[src/hw/rtl/text_console_cursor_engine_defines.svh]
// ----------------------------------------------------------------------------
// Assertion macros for the text console cursor engine
// Shared wrappers so every checked module reports the same way.
// ----------------------------------------------------------------------------
`ifndef TEXT_CONSOLE_CURSOR_ENGINE_DEFINES_SVH
`define TEXT_CONSOLE_CURSOR_ENGINE_DEFINES_SVH

// Check a property on every clock edge outside reset
`define TCCE_ASSERT(lbl, prop, msg) \
    lbl: assert property (@(posedge aclk) disable iff (!aresetn) prop) else $error(msg);

// Check a property on every clock edge, reset included
`define TCCE_ASSERT_ALWAYS(lbl, prop, msg) \
    lbl: assert property (@(posedge aclk) prop) else $error(msg);

`endif

[src/hw/rtl/tcce_pkg.sv]
// ----------------------------------------------------------------------------
// tcce_pkg
// Types, constants and helpers shared by the text console cursor engine.
// ----------------------------------------------------------------------------
`default_nettype none

package tcce_pkg;

    // Screen geometry
    localparam int COLS  = 80;
    localparam int ROWS  = 25;
    localparam int CELLS = COLS * ROWS;

    // Field widths
    localparam int FUNC_W = 2;
    localparam int CHAR_W = 8;
    localparam int ADDR_W = 11;
    localparam int ATTR_W = 8;
    localparam int CELL_W = ATTR_W + CHAR_W;
    localparam int COL_W  = $clog2(COLS + 1);
    localparam int ROW_W  = $clog2(ROWS);

    // Reciprocal for position / COLS, exact over every ADDR_W-bit position
    localparam int DIV_SHIFT = ADDR_W + $clog2(COLS);
    localparam int DIV_RECIP = (2 ** DIV_SHIFT + COLS - 1) / COLS;
    localparam int RECIP_W   = ADDR_W + 2;
    localparam int PROD_W    = ADDR_W + RECIP_W;

    // Command queue between front and back (power of two)
    localparam int QUEUE_DEPTH = 2;
    localparam int QPTR_W      = $clog2(QUEUE_DEPTH);
    localparam int QCNT_W      = $clog2(QUEUE_DEPTH + 1);

    // Tab stops and cell values
    localparam int                TAB_STOP   = 4;
    localparam logic [CELL_W-1:0] BLANK_CELL = 16'h0020;
    localparam logic [ATTR_W-1:0] ATTR_RESET = 8'h0F;

    // Function codes
    localparam logic [FUNC_W-1:0] FUNC_TEXT     = 2'd0;
    localparam logic [FUNC_W-1:0] FUNC_RAW      = 2'd1;
    localparam logic [FUNC_W-1:0] FUNC_SETPOS   = 2'd2;
    localparam logic [FUNC_W-1:0] FUNC_RESERVED = 2'd3;

    // Control characters
    localparam logic [CHAR_W-1:0] CHAR_TAB = 8'h09;
    localparam logic [CHAR_W-1:0] CHAR_LF  = 8'h0A;
    localparam logic [CHAR_W-1:0] CHAR_CR  = 8'h0D;

    // Operations handed from front to back
    typedef enum logic [2:0] {
        OP_PRINT,
        OP_TAB,
        OP_NEWLINE,
        OP_RETURN,
        OP_SETPOS
    } op_t;

    // Write data of the text attribute register
    typedef logic [ATTR_W-1:0] cfg_data_t;

    typedef struct packed {
        logic [FUNC_W-1:0] func;
        logic [CHAR_W-1:0] char_code;
        logic [ADDR_W-1:0] position;
    } in_item_t;

    typedef struct packed {
        logic              write_valid;
        logic [ADDR_W-1:0] cell_address;
        logic [CELL_W-1:0] cell_value;
        logic [ADDR_W-1:0] cursor_position;
        logic              scroll_up;
        logic              last;
    } out_item_t;

    typedef struct packed {
        op_t               op;
        logic [CHAR_W-1:0] char_code;
        logic [ADDR_W-1:0] position;
        logic [ROW_W-1:0]  row;
    } cmd_t;

    // Linear cell index of a row and column
    function automatic logic [ADDR_W-1:0] cell_index(input logic [ROW_W-1:0] row,
                                                     input logic [COL_W-1:0] col);
        logic [ADDR_W-1:0] idx;
        idx = ADDR_W'(ADDR_W'(row) * ADDR_W'(COLS)) + ADDR_W'(col);
        return idx;
    endfunction

endpackage

`default_nettype wire

[src/hw/rtl/tcce_front.sv]
// ----------------------------------------------------------------------------
// tcce_front
// Accepts input transfers, decodes them into operations and splits a
// set-position request into its row ahead of the queue.
// ----------------------------------------------------------------------------
`default_nettype none

module tcce_front (
    input  wire                logic s_valid,
    output logic                     s_ready,
    input  wire tcce_pkg::in_item_t  s_data,
    input  wire                logic q_full,
    output logic                     push_valid,
    output tcce_pkg::cmd_t           push_cmd
);
    import tcce_pkg::*;

    logic [ADDR_W-1:0] pos_sat;
    logic [PROD_W-1:0] prod;
    op_t               op;

    // Take an item whenever the queue has room
    assign s_ready = !q_full;

    // Clamp the position to the last cell
    assign pos_sat = (32'(s_data.position) >= CELLS) ? ADDR_W'(CELLS - 1) : s_data.position;

    // Row by reciprocal multiply
    assign prod = PROD_W'(pos_sat) * PROD_W'(RECIP_W'(DIV_RECIP));

    // Decode function and control characters
    always_comb begin
        op = OP_PRINT;
        unique case (s_data.func)
            FUNC_TEXT: begin
                unique case (s_data.char_code)
                    CHAR_LF:  op = OP_NEWLINE;
                    CHAR_CR:  op = OP_RETURN;
                    CHAR_TAB: op = OP_TAB;
                    default:  op = OP_PRINT;
                endcase
            end
            FUNC_RAW:    op = OP_PRINT;
            FUNC_SETPOS: op = OP_SETPOS;
            default:     op = OP_PRINT;
        endcase
    end

    // Drop the reserved function code
    assign push_valid = s_valid && s_ready && (s_data.func != FUNC_RESERVED);

    always_comb begin
        push_cmd.op        = op;
        push_cmd.char_code = s_data.char_code;
        push_cmd.position  = pos_sat;
        push_cmd.row       = prod[DIV_SHIFT +: ROW_W];
    end

endmodule

`default_nettype wire

[src/hw/rtl/tcce_queue.sv]
// ----------------------------------------------------------------------------
// tcce_queue
// Short command queue that decouples the decoder from the cell writer.
// ----------------------------------------------------------------------------
`default_nettype none
`include "text_console_cursor_engine_defines.svh"

module tcce_queue (
    input  wire                 logic aclk,
    input  wire                 logic aresetn,
    input  wire                 logic push_valid,
    input  wire tcce_pkg::cmd_t       push_cmd,
    output logic                      q_full,
    input  wire                 logic pop,
    output logic                      head_valid,
    output tcce_pkg::cmd_t            head_cmd
);
    import tcce_pkg::*;

    cmd_t              entry_reg [QUEUE_DEPTH];
    logic [QPTR_W-1:0] wr_ptr_reg, wr_ptr_next;
    logic [QPTR_W-1:0] rd_ptr_reg, rd_ptr_next;
    logic [QCNT_W-1:0] count_reg, count_next;

    assign q_full     = (count_reg == QCNT_W'(QUEUE_DEPTH));
    assign head_valid = (count_reg != '0);
    assign head_cmd   = entry_reg[rd_ptr_reg];

    // Advance pointers and occupancy
    always_comb begin
        wr_ptr_next = wr_ptr_reg;
        rd_ptr_next = rd_ptr_reg;
        count_next  = count_reg;
        if (push_valid) begin
            wr_ptr_next = wr_ptr_reg + 1'b1;
        end
        if (pop && head_valid) begin
            rd_ptr_next = rd_ptr_reg + 1'b1;
        end
        if (push_valid && !(pop && head_valid)) begin
            count_next = count_reg + 1'b1;
        end else if (!push_valid && pop && head_valid) begin
            count_next = count_reg - 1'b1;
        end
    end

    always_ff @(posedge aclk) begin
        if (!aresetn) begin
            wr_ptr_reg <= '0;
            rd_ptr_reg <= '0;
            count_reg  <= '0;
        end else begin
            wr_ptr_reg <= wr_ptr_next;
            rd_ptr_reg <= rd_ptr_next;
            count_reg  <= count_next;
        end
    end

    // Store the pushed command
    always_ff @(posedge aclk) begin
        if (push_valid) begin
            entry_reg[wr_ptr_reg] <= push_cmd;
        end
    end

    `TCCE_ASSERT(a_queue_no_overflow, push_valid |-> !q_full || pop, "push into full queue")
    `TCCE_ASSERT(a_queue_count_range, count_reg <= QCNT_W'(QUEUE_DEPTH), "queue count out of range")

endmodule

`default_nettype wire

[src/hw/rtl/tcce_back.sv]
// ----------------------------------------------------------------------------
// tcce_back
// Executes queued operations against the cursor, one result per cycle when
// the output is free, holding each result in an output register until taken.
// ----------------------------------------------------------------------------
`default_nettype none
`include "text_console_cursor_engine_defines.svh"

module tcce_back (
    input  wire                  logic aclk,
    input  wire                  logic aresetn,
    input  wire                  logic cfg_valid,
    input  wire tcce_pkg::cfg_data_t cfg_data,
    input  wire                  logic head_valid,
    input  wire tcce_pkg::cmd_t        head_cmd,
    output logic                       pop,
    output logic                       m_valid,
    input  wire                  logic m_ready,
    output tcce_pkg::out_item_t        m_data
);
    import tcce_pkg::*;

    logic [ATTR_W-1:0] attr_reg;
    logic [COL_W-1:0]  col_reg, col_next;
    logic [ROW_W-1:0]  row_reg, row_next;
    logic              m_valid_reg;
    out_item_t         m_data_reg, m_data_next;

    logic              out_free;
    logic              fire;
    logic [COL_W-1:0]  col_w;
    logic [ROW_W-1:0]  row_w;
    logic              scroll;
    logic              wr;
    logic [ADDR_W-1:0] addr;
    logic [CELL_W-1:0] val;
    logic              last_res;

    assign out_free = !m_valid_reg || m_ready;
    assign fire     = head_valid && out_free;
    assign pop      = fire && last_res;
    assign m_valid  = m_valid_reg;
    assign m_data   = m_data_reg;

    // Work out the result and the cursor after it
    always_comb begin
        col_w    = col_reg;
        row_w    = row_reg;
        scroll   = 1'b0;
        col_next = col_reg;
        row_next = row_reg;
        wr       = 1'b0;
        addr     = '0;
        val      = '0;
        last_res = 1'b1;

        // Wrap a full line before a cell write
        if ((head_cmd.op == OP_PRINT || head_cmd.op == OP_TAB) &&
            col_reg >= COL_W'(COLS)) begin
            col_w = '0;
            if (row_reg == ROW_W'(ROWS - 1)) begin
                scroll = 1'b1;
            end else begin
                row_w = row_reg + 1'b1;
            end
        end

        unique case (head_cmd.op)
            OP_PRINT: begin
                wr       = 1'b1;
                addr     = cell_index(row_w, col_w);
                val      = {attr_reg, head_cmd.char_code};
                col_next = col_w + 1'b1;
                row_next = row_w;
            end
            OP_TAB: begin
                wr       = 1'b1;
                addr     = cell_index(row_w, col_w);
                val      = BLANK_CELL;
                col_next = col_w + 1'b1;
                row_next = row_w;
                last_res = ((col_next % TAB_STOP) == 0) || (col_next == COL_W'(COLS));
            end
            OP_NEWLINE: begin
                col_next = '0;
                if (row_reg == ROW_W'(ROWS - 1)) begin
                    scroll = 1'b1;
                end else begin
                    row_next = row_reg + 1'b1;
                end
            end
            OP_RETURN: begin
                col_next = '0;
            end
            OP_SETPOS: begin
                row_next = head_cmd.row;
                col_next = COL_W'(head_cmd.position - cell_index(head_cmd.row, '0));
            end
            default: begin
                col_next = col_reg;
            end
        endcase

        m_data_next.write_valid     = wr;
        m_data_next.cell_address    = addr;
        m_data_next.cell_value      = val;
        m_data_next.cursor_position = cell_index(row_next, col_next);
        m_data_next.scroll_up       = scroll;
        m_data_next.last            = last_res;
    end

    // Cursor, attribute and output valid
    always_ff @(posedge aclk) begin
        if (!aresetn) begin
            attr_reg    <= ATTR_RESET;
            col_reg     <= '0;
            row_reg     <= '0;
            m_valid_reg <= 1'b0;
        end else begin
            if (cfg_valid) begin
                attr_reg <= cfg_data;
            end
            if (fire) begin
                col_reg     <= col_next;
                row_reg     <= row_next;
                m_valid_reg <= 1'b1;
            end else if (m_ready) begin
                m_valid_reg <= 1'b0;
            end
        end
    end

    // Hold the result payload
    always_ff @(posedge aclk) begin
        if (fire) begin
            m_data_reg <= m_data_next;
        end
    end

    `TCCE_ASSERT(a_cursor_range, (col_reg <= COL_W'(COLS)) && (row_reg <= ROW_W'(ROWS - 1)), "cursor out of range")
    `TCCE_ASSERT(a_scroll_last_row, m_valid_reg && m_data_reg.scroll_up && m_data_reg.write_valid |-> m_data_reg.cell_address >= ADDR_W'((ROWS - 1) * COLS), "scroll write off last row")
    `TCCE_ASSERT(a_nowrite_is_last, m_valid_reg && !m_data_reg.write_valid |-> m_data_reg.last && m_data_reg.cell_address == '0, "non-write result not final")
    `TCCE_ASSERT(a_tab_continues, fire && !pop |=> head_valid && head_cmd.op == OP_TAB, "multi-result op lost")

endmodule

`default_nettype wire

[src/hw/rtl/text_console_cursor_engine.sv]
// ----------------------------------------------------------------------------
// text_console_cursor_engine
// Character stream in, video cell writes and cursor updates out.
// ----------------------------------------------------------------------------
// Each input item other than function code 3 becomes one or more results,
// delivered from an output register at one result per cycle while taken.
// Printable and raw characters, line feed, carriage return and set-position
// each give one result; a tab gives one to four blank-cell writes, up to the
// next tab stop. The cell writer updates the cursor once per result. A
// two-entry command queue in front of it lets the input side take an item
// per cycle while there is room. Function code 3 is accepted and dropped.
// The text attribute register is to be written through the cfg channel by
// the user only while no item is in flight; the block does not enforce it.
// ----------------------------------------------------------------------------
`default_nettype none

module text_console_cursor_engine (
    input  wire                  logic aclk,
    input  wire                  logic aresetn,
    input  wire                  logic s_valid,
    output logic                       s_ready,
    input  wire tcce_pkg::in_item_t    s_data,
    output logic                       m_valid,
    input  wire                  logic m_ready,
    output tcce_pkg::out_item_t        m_data,
    input  wire                  logic cfg_valid,
    output logic                       cfg_ready,
    input  wire tcce_pkg::cfg_data_t   cfg_data
);
    import tcce_pkg::*;

    logic q_full;
    logic push_valid;
    cmd_t push_cmd;
    logic pop;
    logic head_valid;
    cmd_t head_cmd;

    // Register writes complete at once
    assign cfg_ready = 1'b1;

    tcce_front u_front (
        .s_valid    (s_valid),
        .s_ready    (s_ready),
        .s_data     (s_data),
        .q_full     (q_full),
        .push_valid (push_valid),
        .push_cmd   (push_cmd)
    );

    tcce_queue u_queue (
        .aclk       (aclk),
        .aresetn    (aresetn),
        .push_valid (push_valid),
        .push_cmd   (push_cmd),
        .q_full     (q_full),
        .pop        (pop),
        .head_valid (head_valid),
        .head_cmd   (head_cmd)
    );

    tcce_back u_back (
        .aclk       (aclk),
        .aresetn    (aresetn),
        .cfg_valid  (cfg_valid),
        .cfg_data   (cfg_data),
        .head_valid (head_valid),
        .head_cmd   (head_cmd),
        .pop        (pop),
        .m_valid    (m_valid),
        .m_ready    (m_ready),
        .m_data     (m_data)
    );

endmodule

`default_nettype wire

[config.mk]
export PLATFORM = sky130hd
export DESIGN_NAME = text_console_cursor_engine
export DESIGN_NICKNAME = d
export VERILOG_FILES = /design/src/hw/rtl/tcce_pkg.sv /design/src/hw/rtl/tcce_front.sv /design/src/hw/rtl/tcce_queue.sv /design/src/hw/rtl/tcce_back.sv /design/src/hw/rtl/text_console_cursor_engine.sv
export VERILOG_INCLUDE_DIRS = /design/src /design/src/hw/rtl
export SDC_FILE = /design/constraint.sdc
export NUM_CORES = 1
export LEC_CHECK = 0
export ABC_CLOCK_PERIOD_IN_PS = 7020
export BUFFER_PORTS_ARGS = -buffer_cell sky130_fd_sc_hd__buf_2
export CORE_ASPECT_RATIO = 1.1
export CORE_UTILIZATION = 30
export CTS_CLUSTER_DIAMETER = 120
export DETAILED_ROUTE_END_ITERATION = 10
export PLACE_DENSITY = 0.52
export SETUP_SLACK_MARGIN = 0.05
export SLEW_MARGIN = 40
export SYNTH_ARGS = -nofsm -noshare
export SYNTH_HDL_FRONTEND = slang
export SYNTH_HIERARCHICAL = 1
export SYNTH_SLANG_ARGS = --single-unit
[constraint.sdc]
create_clock -name aclk -period 7.02 [get_ports aclk]
set_input_delay 1.404 -clock aclk [delete_from_list [all_inputs] [get_ports aclk]]
set_output_delay 1.404 -clock aclk [all_outputs]
set_load 0.005 [all_outputs]
==> metrics.cfg, run 1 <==
[worst_setup_path]
ff2ff_setup_slack_ns=2.44
cp-start-kind=input port
worstSetupStartpoint=s_data[4]
endpoint=u_queue/entry_reg[1][4]
end_kind=register
r2r_cells=16
crit_arrival_ns=6.47
cp.required_ns=7.16
r2r-end=u_back/m_data[39]
crit_path_max_fanout=6
critPathKind=in2reg

[timing]
slew_headroom_pct=50.87
rsz0062_at_grt=no
setup_violations=0
period_minus_slack_ns=6.333
fin_skew_ns=0.01242
worst_slack_ns=0.6868
fmax_ghz=0.1579
hold_violations=0
min_period_over_period_pct=90.22
tns_ns=0
worstMarginPinSlew_ns=0.7369
drv_slew=0

[clock_tree]
cts.clk_slew.worst_paths_ns=0.06
cts_made_buffers=17
post-cts-setup-buffers=0
cts_num_sinks=113
cts_tree=done
ctsHoldBuffers=0
clock_latency_ns=0.41
clock_path_buffers=2
post_cts_resized=0
cts_root_buf=clkbuf_16
htree_levels=4

[logic_synthesis]
synth_warnings=6
avgSynthCellArea_sq_um=10.80
syn_inst=736
syn-cell-area_sq_um=7946
synth_nets=889

[floorplan]
die_y_microns=172.7
die_x_microns=157.2
ioPinCount=78
coreArea_sq_um=26070
start_util_pct=30.49
num_rows=62
die_area_sq_um=27140

[global_routing]
track_usage_pct=12.81
grt_pass1_wl_mm=26.75
antenna_found_initial=0
grt_pass1_vias=5162
grt_max_degree=58
grt-ovfl-total=0

[drt]
vias_per_cell=4.509
wl_per_cell_microns=14.10
drtIter0Drc=271
routed_wl_mm=16.50
drc=0
detail-route-antenna-nets=0
first_pass_iters=5
vias=5275

[layout]
largest_reg_flops=46
drive_gt1_share_pct=20.54
final_cells=1170
final_nets=958
syn_to_final_growth_pct=16.06
diodes=0
fill_cells=2653

[power]
p_leak_nw=4.066
ir_drop_mv=0.1500
power_density_nw_per_um2=293.4

[placement]
io_buffers=76
place_inst=1138
dp_slack_ns=0.2545
gp_congestion=0.8105
hpwl_mm=12.63

[worst_hold_path]
hold_path_depth=2
hold_class=reg2reg

[outcome]
outcome=finished, final reports clean

[job]
drv_cap=0

critical path: stages:
cell and delay (ns):
buf_2 0.10, o21ai_0 0.34, nor3_1 0.18, or2_2 0.38, ha_1 0.32, inv_1 0.06, fa_1 0.55, inv_1 0.08
fa_1 0.54, inv_1 0.06, fa_1 0.41, inv_1 0.08, fa_1 0.42, ha_1 0.33, a21oi_1 0.13, o21ai_0 0.15
a221oi_4 0.28, o31ai_4 0.13, a2111oi_1 0.43, nor3_2 0.10
through the flow:
stage                     total power, mW  cell area (sq um)  utilization (%)  hold WS [ns]
after floorplan                     1.624               7946                -        0.4312
after global placement              1.873               8621            33.07        0.4452
after detailed placement            1.874               8625            33.09        0.4535
after CTS                           2.747               9223            35.38        0.4686
after global routing                2.912               9223            35.38        0.4897
final                               2.706               9223            35.38        0.4642
worst min-delay path by stage:
stage | startpoint | to
CTS | u_back/attr_reg[1] | u_back/attr_reg[1]
finish | u_back/attr_reg[0] | u_back/attr_reg[0]
global placement | u_back/attr_reg[2] | u_back/attr_reg[2]
detailed placement | u_back/attr_reg[1] | u_back/attr_reg[1]
global route | u_back/attr_reg[3] | u_back/attr_reg[3]
floorplan | u_back/attr_reg[0] | u_back/attr_reg[0]
placed cells by master, fill, tap and decap left out, types with 3 or more instances in the layout:
cell	count
inv_1	91
edfxtp_1	87
ha_1	84
buf_2	76
nand2_1	43
fa_1	35
nor2_1	33
a21oi_1	32
and2_1	26
dfxtp_1	26
o21ai_0	22
mux2_2	20
clkbuf_16	18
xnor2_1	15
xor2_1	14
nand2b_1	13
mux2i_1	13
nand3_1	12
nor3_1	12
and3_1	11
buf_4	9
a21o_1	9
nor2b_1	9
or2_2	7
inv_6	6
o211ai_1	6
o21a_1	5
a211oi_1	4
a31oi_1	4
nand4_1	4
mux2_4	4
clkinv_4	3
o22ai_1	3
nand4b_1	3
nand3b_1	3
nor4_1	3
where the power goes:
group | total, mW | switching [mW] | internal (mW) | leakage, nW
logic | 1.01 | 0.585 | 0.427 | 2.74
registers | 0.842 | 0.0266 | 0.815 | 1.03
clock network | 0.852 | 0.317 | 0.535 | 0.291
total | 2.71 | 0.929 | 1.78 | 4.07
routing by layer:
| layer | vias to the layer above | wire length [microns] | track usage, % |
|---|---|---|---|
| li1 | 2691 | - | - |
| met1 | 2466 | 7561 | 16.20 |
| met2 | 110 | 8152 | 21.63 |
| met3 | 8 | 623 | 2.456 |
| met4 | 0 | 163 | 4.409 |
| met5 | - | 0 | 0 |
layout make-up:
| cell class | count | area, sq um | area share [%] |
|---|---|---|---|
| flip-flops and latches | 113 | 3133 | 33.97 |
| well taps | 352 | 440.4 | 4.775 |
| inverters | 93 | 349.1 | 3.785 |
| clock buffers | 21 | 481.7 | 5.223 |
| clock inverters | 11 | 116.4 | 1.262 |
| multi-input cells | 495 | 4254 | 46.13 |
| repair buffers | 85 | 447.9 | 4.857 |
No activity file was read; power rests on OpenSTA's default activity.
==> run 2: changes to the inputs <==
--- a/config.mk
+++ b/config.mk
@@ -8,7 +8,6 @@
 export LEC_CHECK = 0
 export ABC_CLOCK_PERIOD_IN_PS = 7020
 export BUFFER_PORTS_ARGS = -buffer_cell sky130_fd_sc_hd__buf_2
-export CORE_ASPECT_RATIO = 1.1
 export CORE_UTILIZATION = 30
 export CTS_CLUSTER_DIAMETER = 120
 export DETAILED_ROUTE_END_ITERATION = 10
==> metrics.cfg, run 2 (synthesized netlist as in run 1, its figures left out) <==
[timing]
min_period_over_period_pct=91.30  ; was 90.22%
tns_ns=0  ; unchanged
holdWs_ns=0.4608  ; was 0.4642 ns
setup_violations=0  ; unchanged
worstMarginPinSlew_ns=0.6285  ; was 0.7369 ns
hold_violations=0  ; unchanged
worst_slack_ns=0.6109  ; was 0.6868 ns
rsz0062_at_grt=no  ; unchanged
fin_skew_ns=0.009757  ; was 0.01242 ns
period_minus_slack_ns=6.409  ; was 6.333 ns
drv_slew=0  ; unchanged
fmax_ghz=0.1560  ; was 0.1579 GHz
slew_headroom_pct=58.10  ; was 50.87%

[placement]
place_inst=1119  ; was 1,138
io_buffers=76  ; unchanged
hpwl_mm=12.63  ; about the same
dp_slack_ns=0.2139  ; was 0.2545 ns
gp_congestion=0.8091  ; was 0.8105

[clock_tree]
cts_tree=done  ; unchanged
cts_made_buffers=17  ; unchanged
post_cts_resized=0  ; unchanged
clock_latency_ns=0.41  ; about the same
post-cts-setup-buffers=0  ; unchanged
cts_num_sinks=113  ; unchanged
htree_levels=4  ; unchanged
cts_root_buf=clkbuf_16  ; unchanged
clock_path_buffers=2  ; unchanged
cts.clk_slew.worst_paths_ns=0.06  ; about the same
ctsHoldBuffers=0  ; unchanged

[floorplan]
die_y_microns=164.8  ; was 172.7 microns
die_x_microns=164.8  ; was 157.2 microns
num_rows=59  ; was 62
start_util_pct=30.58  ; was 30.49%
ioPinCount=78  ; unchanged
coreArea_sq_um=25980  ; was 26,070 sq um
die_area_sq_um=27140  ; about the same

[job]
drv_cap=0  ; unchanged

[worst_hold_path]
min-delay-start=u_back/attr_reg[3]  ; was u_back/attr_reg[0]
holdPathEnd=u_back/attr_reg[3]  ; was u_back/attr_reg[0]
hold_path_depth=2  ; unchanged
hold_class=reg2reg  ; unchanged

[worst_setup_path]
crit_arrival_ns=6.55  ; was 6.47 ns
cp_cell_sequence=buf_2 > o21ai_0 > nor3_1 > nand2b_1 > inv_1 > ha_1 > fa_1 > inv_1 > fa_1 > fa_1 > fa_1 > inv_1 > ha_1 > nand2_1 > o21ai_0 > a221oi_4 > o31ai_4 > a2111oi_1 > nor3_2  ; was buf_2 > o21ai_0 > nor3_1 > or2_2 > ha_1 > inv_1 > fa_1 > inv_1 > fa_1 > inv_1 > fa_1 > inv_1 > fa_1 > ha_1 > a21oi_1 > o21ai_0 > a221oi_4 > o31ai_4 > a2111oi_1 > nor3_2
path_common_cell=fa_1
crit_path_max_fanout=6  ; unchanged
cp-start-kind=input port  ; unchanged
ff2ff_setup_slack_ns=2.52  ; was 2.44 ns
r2r-end=u_back/m_data[12]  ; was u_back/m_data[39]
end_kind=register  ; unchanged
max_stage_delay_ns=0.56  ; was 0.55 ns
cp.required_ns=7.16  ; about the same
r2r_cells=13  ; was 16
critPathKind=in2reg  ; unchanged
slowest_stage=fa_1  ; unchanged

[layout]
final_common_cell=inv_1  ; unchanged
syn_to_final_growth_pct=15.15  ; was 16.06%
final_nets=956  ; was 958
final_cell_mix=91 x inv_1, 87 x edfxtp_1, 84 x ha_1  ; unchanged
fill_cells=2641  ; was 2,653
drive_gt1_share_pct=20.34  ; was 20.54%
largest_reg_flops=46  ; unchanged
final_cells=1151  ; was 1,170
final_core_util_pct=35.21  ; was 35.38%
diodes=0  ; unchanged

[drt]
drtIter0Drc=260  ; was 271
wl_met3_microns=548  ; was 623 microns
first_pass_iters=4  ; was 5
vias=5310  ; was 5,275
drc=0  ; unchanged
routed.top_layer=met4  ; unchanged
drt-met1-wl_mm=7.929  ; was 7.561 mm
vias_per_cell=4.613  ; was 4.509
wl_met2_mm=7.948  ; was 8.152 mm
detail-route-antenna-nets=0  ; unchanged
routed_wl_mm=16.62  ; was 16.50 mm
wl_per_cell_microns=14.44  ; was 14.10 microns

[power]
pwr-share-clk_pct=30.2  ; was 31.5%
share_comb_of_total_power_pct=38.3  ; was 37.4%
intPower_mw=1.734  ; was 1.777 mW
switching_share_pct=35.32  ; was 34.32%
p_leak_nw=4.036  ; was 4.066 nW
switchingPower_mw=0.9468  ; was 0.9287 mW
power_density_nw_per_um2=293.0  ; was 293.4 nW/um^2
p_seq_share_pct=31.4  ; was 31.1%
ir_drop_mv=0.1417  ; was 0.1500 mV

[global_routing]
grt_pass1_wl_mm=27.04  ; was 26.75 mm
grt_pass1_vias=5139  ; was 5,162
antenna_found_initial=0  ; unchanged
track_usage_pct=12.97  ; was 12.81%
grt_max_degree=48  ; was 58
grt-ovfl-total=0  ; unchanged

[outcome]
outcome=finished, final reports clean  ; unchanged

[run 2: cell types whose count changed in the layout (fill, tap and decap cells not counted), sizes merged]
cell      before  now
buf           85   83
clkinv         3    9
clkinvlp       1    2
clkbuf        21   17
inv           99   96
[run 2: power by group through the flow]
stage               clock, mW  sequential, mW  combinational [mW]
floorplan                   0           0.854               0.771
global placement            0           0.855                1.03
detailed placement          0           0.856                1.03
CTS                     0.835           0.843                1.04
global route            0.868           0.849                1.18
finish                  0.811           0.842                1.03
[run 2: worst max path at each step]
stage / start / end / slack (ns) / depth (start not counted)
2_1_floorplan: s_data[4] / u_queue/entry_reg[0][4] / 0.74 / 19
3_3_place_gp: s_data[8] / u_queue/entry_reg[0][4] / 0.35 / 19
3_5_place_dp: s_data[8] / u_queue/entry_reg[1][4] / 0.21 / 19
4_1_cts: s_data[8] / u_queue/entry_reg[1][4] / 0.63 / 19
5_1_grt: s_data[8] / u_queue/entry_reg[1][4] / 0.24 / 19
6_report: s_data[8] / u_queue/entry_reg[1][4] / 0.61 / 19
[run 2: critical path: cells and delay by family]
kind	cells	cell delay (ns)
buffers and inverters	4	0.39
AOI/OAI and AO/OA	5	1.18
adders and majority gates	6	2.77
and+or+nand+nor	4	0.81
[run 2: through the flow]
step,total power [mW],area [sq um]
final,2.681,9150
after floorplan,1.624,7946
after global placement,1.880,8584
after CTS,2.719,9150
after detailed placement,1.886,8589
after global routing,2.893,9150
[run 2: layer usage]
metal,vias to the layer above,track usage [%]
met4,0,3.962
met2,95,21.87
li1,2686,-
met3,15,2.185
met5,-,0
met1,2514,16.90
[run 2: area by class of cell]
class	instances	area, sq um	share of cell area [%]
clock buffers	17	425.4	4.649
inverters	93	349.1	3.815
flip-flops and latches	113	3133	34.24
repair buffers	83	432.9	4.731
clock inverters	15	135.1	1.477
multi-input cells	495	4255	46.51
well taps	335	419.2	4.581
==> run 3: changes to the inputs <==
--- a/config.mk
+++ b/config.mk
@@ -7,11 +7,13 @@
 export NUM_CORES = 1
 export LEC_CHECK = 0
 export ABC_CLOCK_PERIOD_IN_PS = 7020
-export BUFFER_PORTS_ARGS = -buffer_cell sky130_fd_sc_hd__buf_2
+export BUFFER_PORTS_ARGS = -buffer_cell sky130_fd_sc_hd__buf_4
 export CORE_UTILIZATION = 30
 export CTS_CLUSTER_DIAMETER = 120
 export DETAILED_ROUTE_END_ITERATION = 10
+export MAX_ROUTING_LAYER = met4
 export PLACE_DENSITY = 0.52
+export REMOVE_ABC_BUFFERS = 1
 export SETUP_SLACK_MARGIN = 0.05
 export SLEW_MARGIN = 40
 export SYNTH_ARGS = -nofsm -noshare
==> metrics.cfg, run 3 (synthesized netlist as in run 1, its figures left out) <==
[worst_hold_path]
hold_path_depth=2  ; unchanged
hold_class=reg2reg  ; unchanged

[drt]
vias=5323  ; was 5,310
first_pass_iters=5  ; was 4
wl_per_cell_microns=14.86  ; was 14.44 microns
drc=0  ; unchanged
vias_per_cell=4.621  ; was 4.613
detail-route-antenna-nets=0  ; unchanged
drtIter0Drc=306  ; was 260
routed_wl_mm=17.12  ; was 16.62 mm

[worst_setup_path]
crit_path_max_fanout=6  ; unchanged
cp-start-kind=input port  ; unchanged
cp.depth=20  ; was 19
cp.required_ns=7.16  ; about the same
max_stage_delay_ns=0.54  ; was 0.56 ns
r2r_cells=16  ; was 13
end_kind=register  ; unchanged
critPathKind=in2reg  ; unchanged
ff2ff_setup_slack_ns=2.15  ; was 2.52 ns
slowest_stage=fa_1  ; unchanged
cp_top_family=adder cells  ; unchanged
cp_cell_sequence=buf_4 > o21ai_0 > nor3_1 > or2_2 > ha_1 > inv_1 > fa_1 > inv_1 > fa_1 > inv_1 > fa_1 > inv_1 > fa_1 > ha_1 > a21oi_1 > o21ai_0 > a221oi_4 > o31ai_4 > a2111oi_1 > nor3_2  ; was buf_2 > o21ai_0 > nor3_1 > nand2b_1 > inv_1 > ha_1 > fa_1 > inv_1 > fa_1 > fa_1 > fa_1 > inv_1 > ha_1 > nand2_1 > o21ai_0 > a221oi_4 > o31ai_4 > a2111oi_1 > nor3_2
crit_arrival_ns=6.48  ; was 6.55 ns
cp.buffers_inverters=5  ; was 4

[power]
ir_drop_mv=0.1532  ; was 0.1417 mV
p_leak_nw=4.117  ; was 4.036 nW
power_density_nw_per_um2=288.8  ; was 293.0 nW/um^2

[global_routing]
grt-ovfl-total=0  ; unchanged
grt_pass1_vias=5350  ; was 5,139
grt_max_degree=47  ; was 48
track_usage_pct=13.87  ; was 12.97%
grt_pass1_wl_mm=27.92  ; was 27.04 mm
antenna_found_initial=0  ; unchanged

[floorplan]
die_area_sq_um=27140  ; unchanged
start_util_pct=30.58  ; unchanged
coreArea_sq_um=25980  ; unchanged
ioPinCount=78  ; unchanged
num_rows=59  ; unchanged
die_y_microns=164.8  ; unchanged
die_x_microns=164.8  ; unchanged

[timing]
setup_violations=0  ; unchanged
rsz0062_at_grt=no  ; unchanged
worst_slack_ns=0.6804  ; was 0.6109 ns
hold_violations=0  ; unchanged
worstMarginPinSlew_ns=0.6857  ; was 0.6285 ns
fmax_ghz=0.1577  ; was 0.1560 GHz
slew_headroom_pct=54.29  ; was 58.10%
period_minus_slack_ns=6.340  ; was 6.409 ns
fin_skew_ns=0.01642  ; was 0.009757 ns
holdWs_ns=0.4673  ; was 0.4608 ns
tns_ns=0  ; unchanged
min_period_over_period_pct=90.31  ; was 91.30%
drv_slew=0  ; unchanged

[job]
drv_cap=0  ; unchanged

[layout]
final_cells=1152  ; was 1,151
final_core_util_pct=35.98  ; was 35.21%
syn_to_final_growth_pct=17.65  ; was 15.15%
final_cell_mix=91 x inv_1, 87 x edfxtp_1, 84 x buf_4, 84 x ha_1, 43 x nand2_1  ; was 91 x inv_1, 87 x edfxtp_1, 84 x ha_1
regArea_sq_um=3133  ; unchanged
fill_cells=2630  ; was 2,641
drive_gt1_share_pct=20.56  ; was 20.34%
multi_input_area_sq_um=4254  ; was 4255 sq um
final_common_cell=inv_1  ; unchanged
diodes=0  ; unchanged
final_nets=957  ; was 956
largest_reg_flops=46  ; unchanged

[clock_tree]
cts_root_buf=clkbuf_16  ; unchanged
ctsHoldBuffers=0  ; unchanged
cts_made_buffers=17  ; unchanged
post_cts_resized=0  ; unchanged
cts_num_sinks=113  ; unchanged
cts.clk_slew.worst_paths_ns=0.06  ; about the same
clock_latency_ns=0.42  ; was 0.41 ns
htree_levels=4  ; unchanged
post-cts-setup-buffers=0  ; unchanged
cts_tree=done  ; unchanged
clock_path_buffers=2  ; unchanged

[outcome]
outcome=finished, final reports clean  ; unchanged

[placement]
io_buffers=76  ; unchanged
hpwl_mm=13.01  ; was 12.63 mm
dp_slack_ns=0.2472  ; was 0.2139 ns
gp_congestion=0.8131  ; was 0.8091
place_inst=1120  ; was 1,119

-- run 3: changes by cell type in the layout (fill, tap and decap cells not counted), moves of 2 or more --
cell	delta
clkinvlp_4	-2
buf_2	-76
inv_4	+3
clkinv_1	-2
buf_4	+77
-- run 3: layout make-up --
cell class | count | share of cell area, %
Multi-Input combinational cell | 495 | 45.50
Sequential cell | 113 | 33.51
Timing Repair Buffer | 84 | 6.745
Clock buffer | 19 | 4.965
Tap cell | 335 | 4.483
Inverter | 93 | 3.734
Clock inverter | 13 | 1.057
-- run 3: worst paths after layout --
path,from,end
max,s_data[4],u_queue/entry_reg[1][4]
min,u_back/attr_reg[2],u_back/attr_reg[2]
max reg2reg,register,u_back/m_data[39]
min reg2reg,u_back/attr_reg[2],u_back/attr_reg[2]
-- run 3: stage by stage --
| stage | area, sq um | power [mW] |
|---|---|---|
| floorplan | 7730 | 1.606 |
| global placement | 8782 | 1.902 |
| detailed placement | 8786 | 1.903 |
| CTS | 9349 | 2.739 |
| global route | 9349 | 2.907 |
| finish | 9349 | 2.700 |
-- run 3: layer usage --
layer	GRT usage (%)	vias up	wire [microns]
li1	-	2689	-
met1	17.78	2503	8301
met2	22.21	114	7861
met3	2.310	17	746
met4	4.545	0	205
met5	-	-	0
-- run 3: report_power, final --
group          total (mW)  internal [mW]  switching (mW)
clock               0.816          0.486           0.331
sequential          0.845          0.815          0.0295
combinational        1.04          0.445           0.594
-- run 3: worst min-delay path, stage by stage, from the launching register on --
cell     delay [ns]
dfxtp_1        0.32
mux2i_1        0.06
nand2_1        0.05
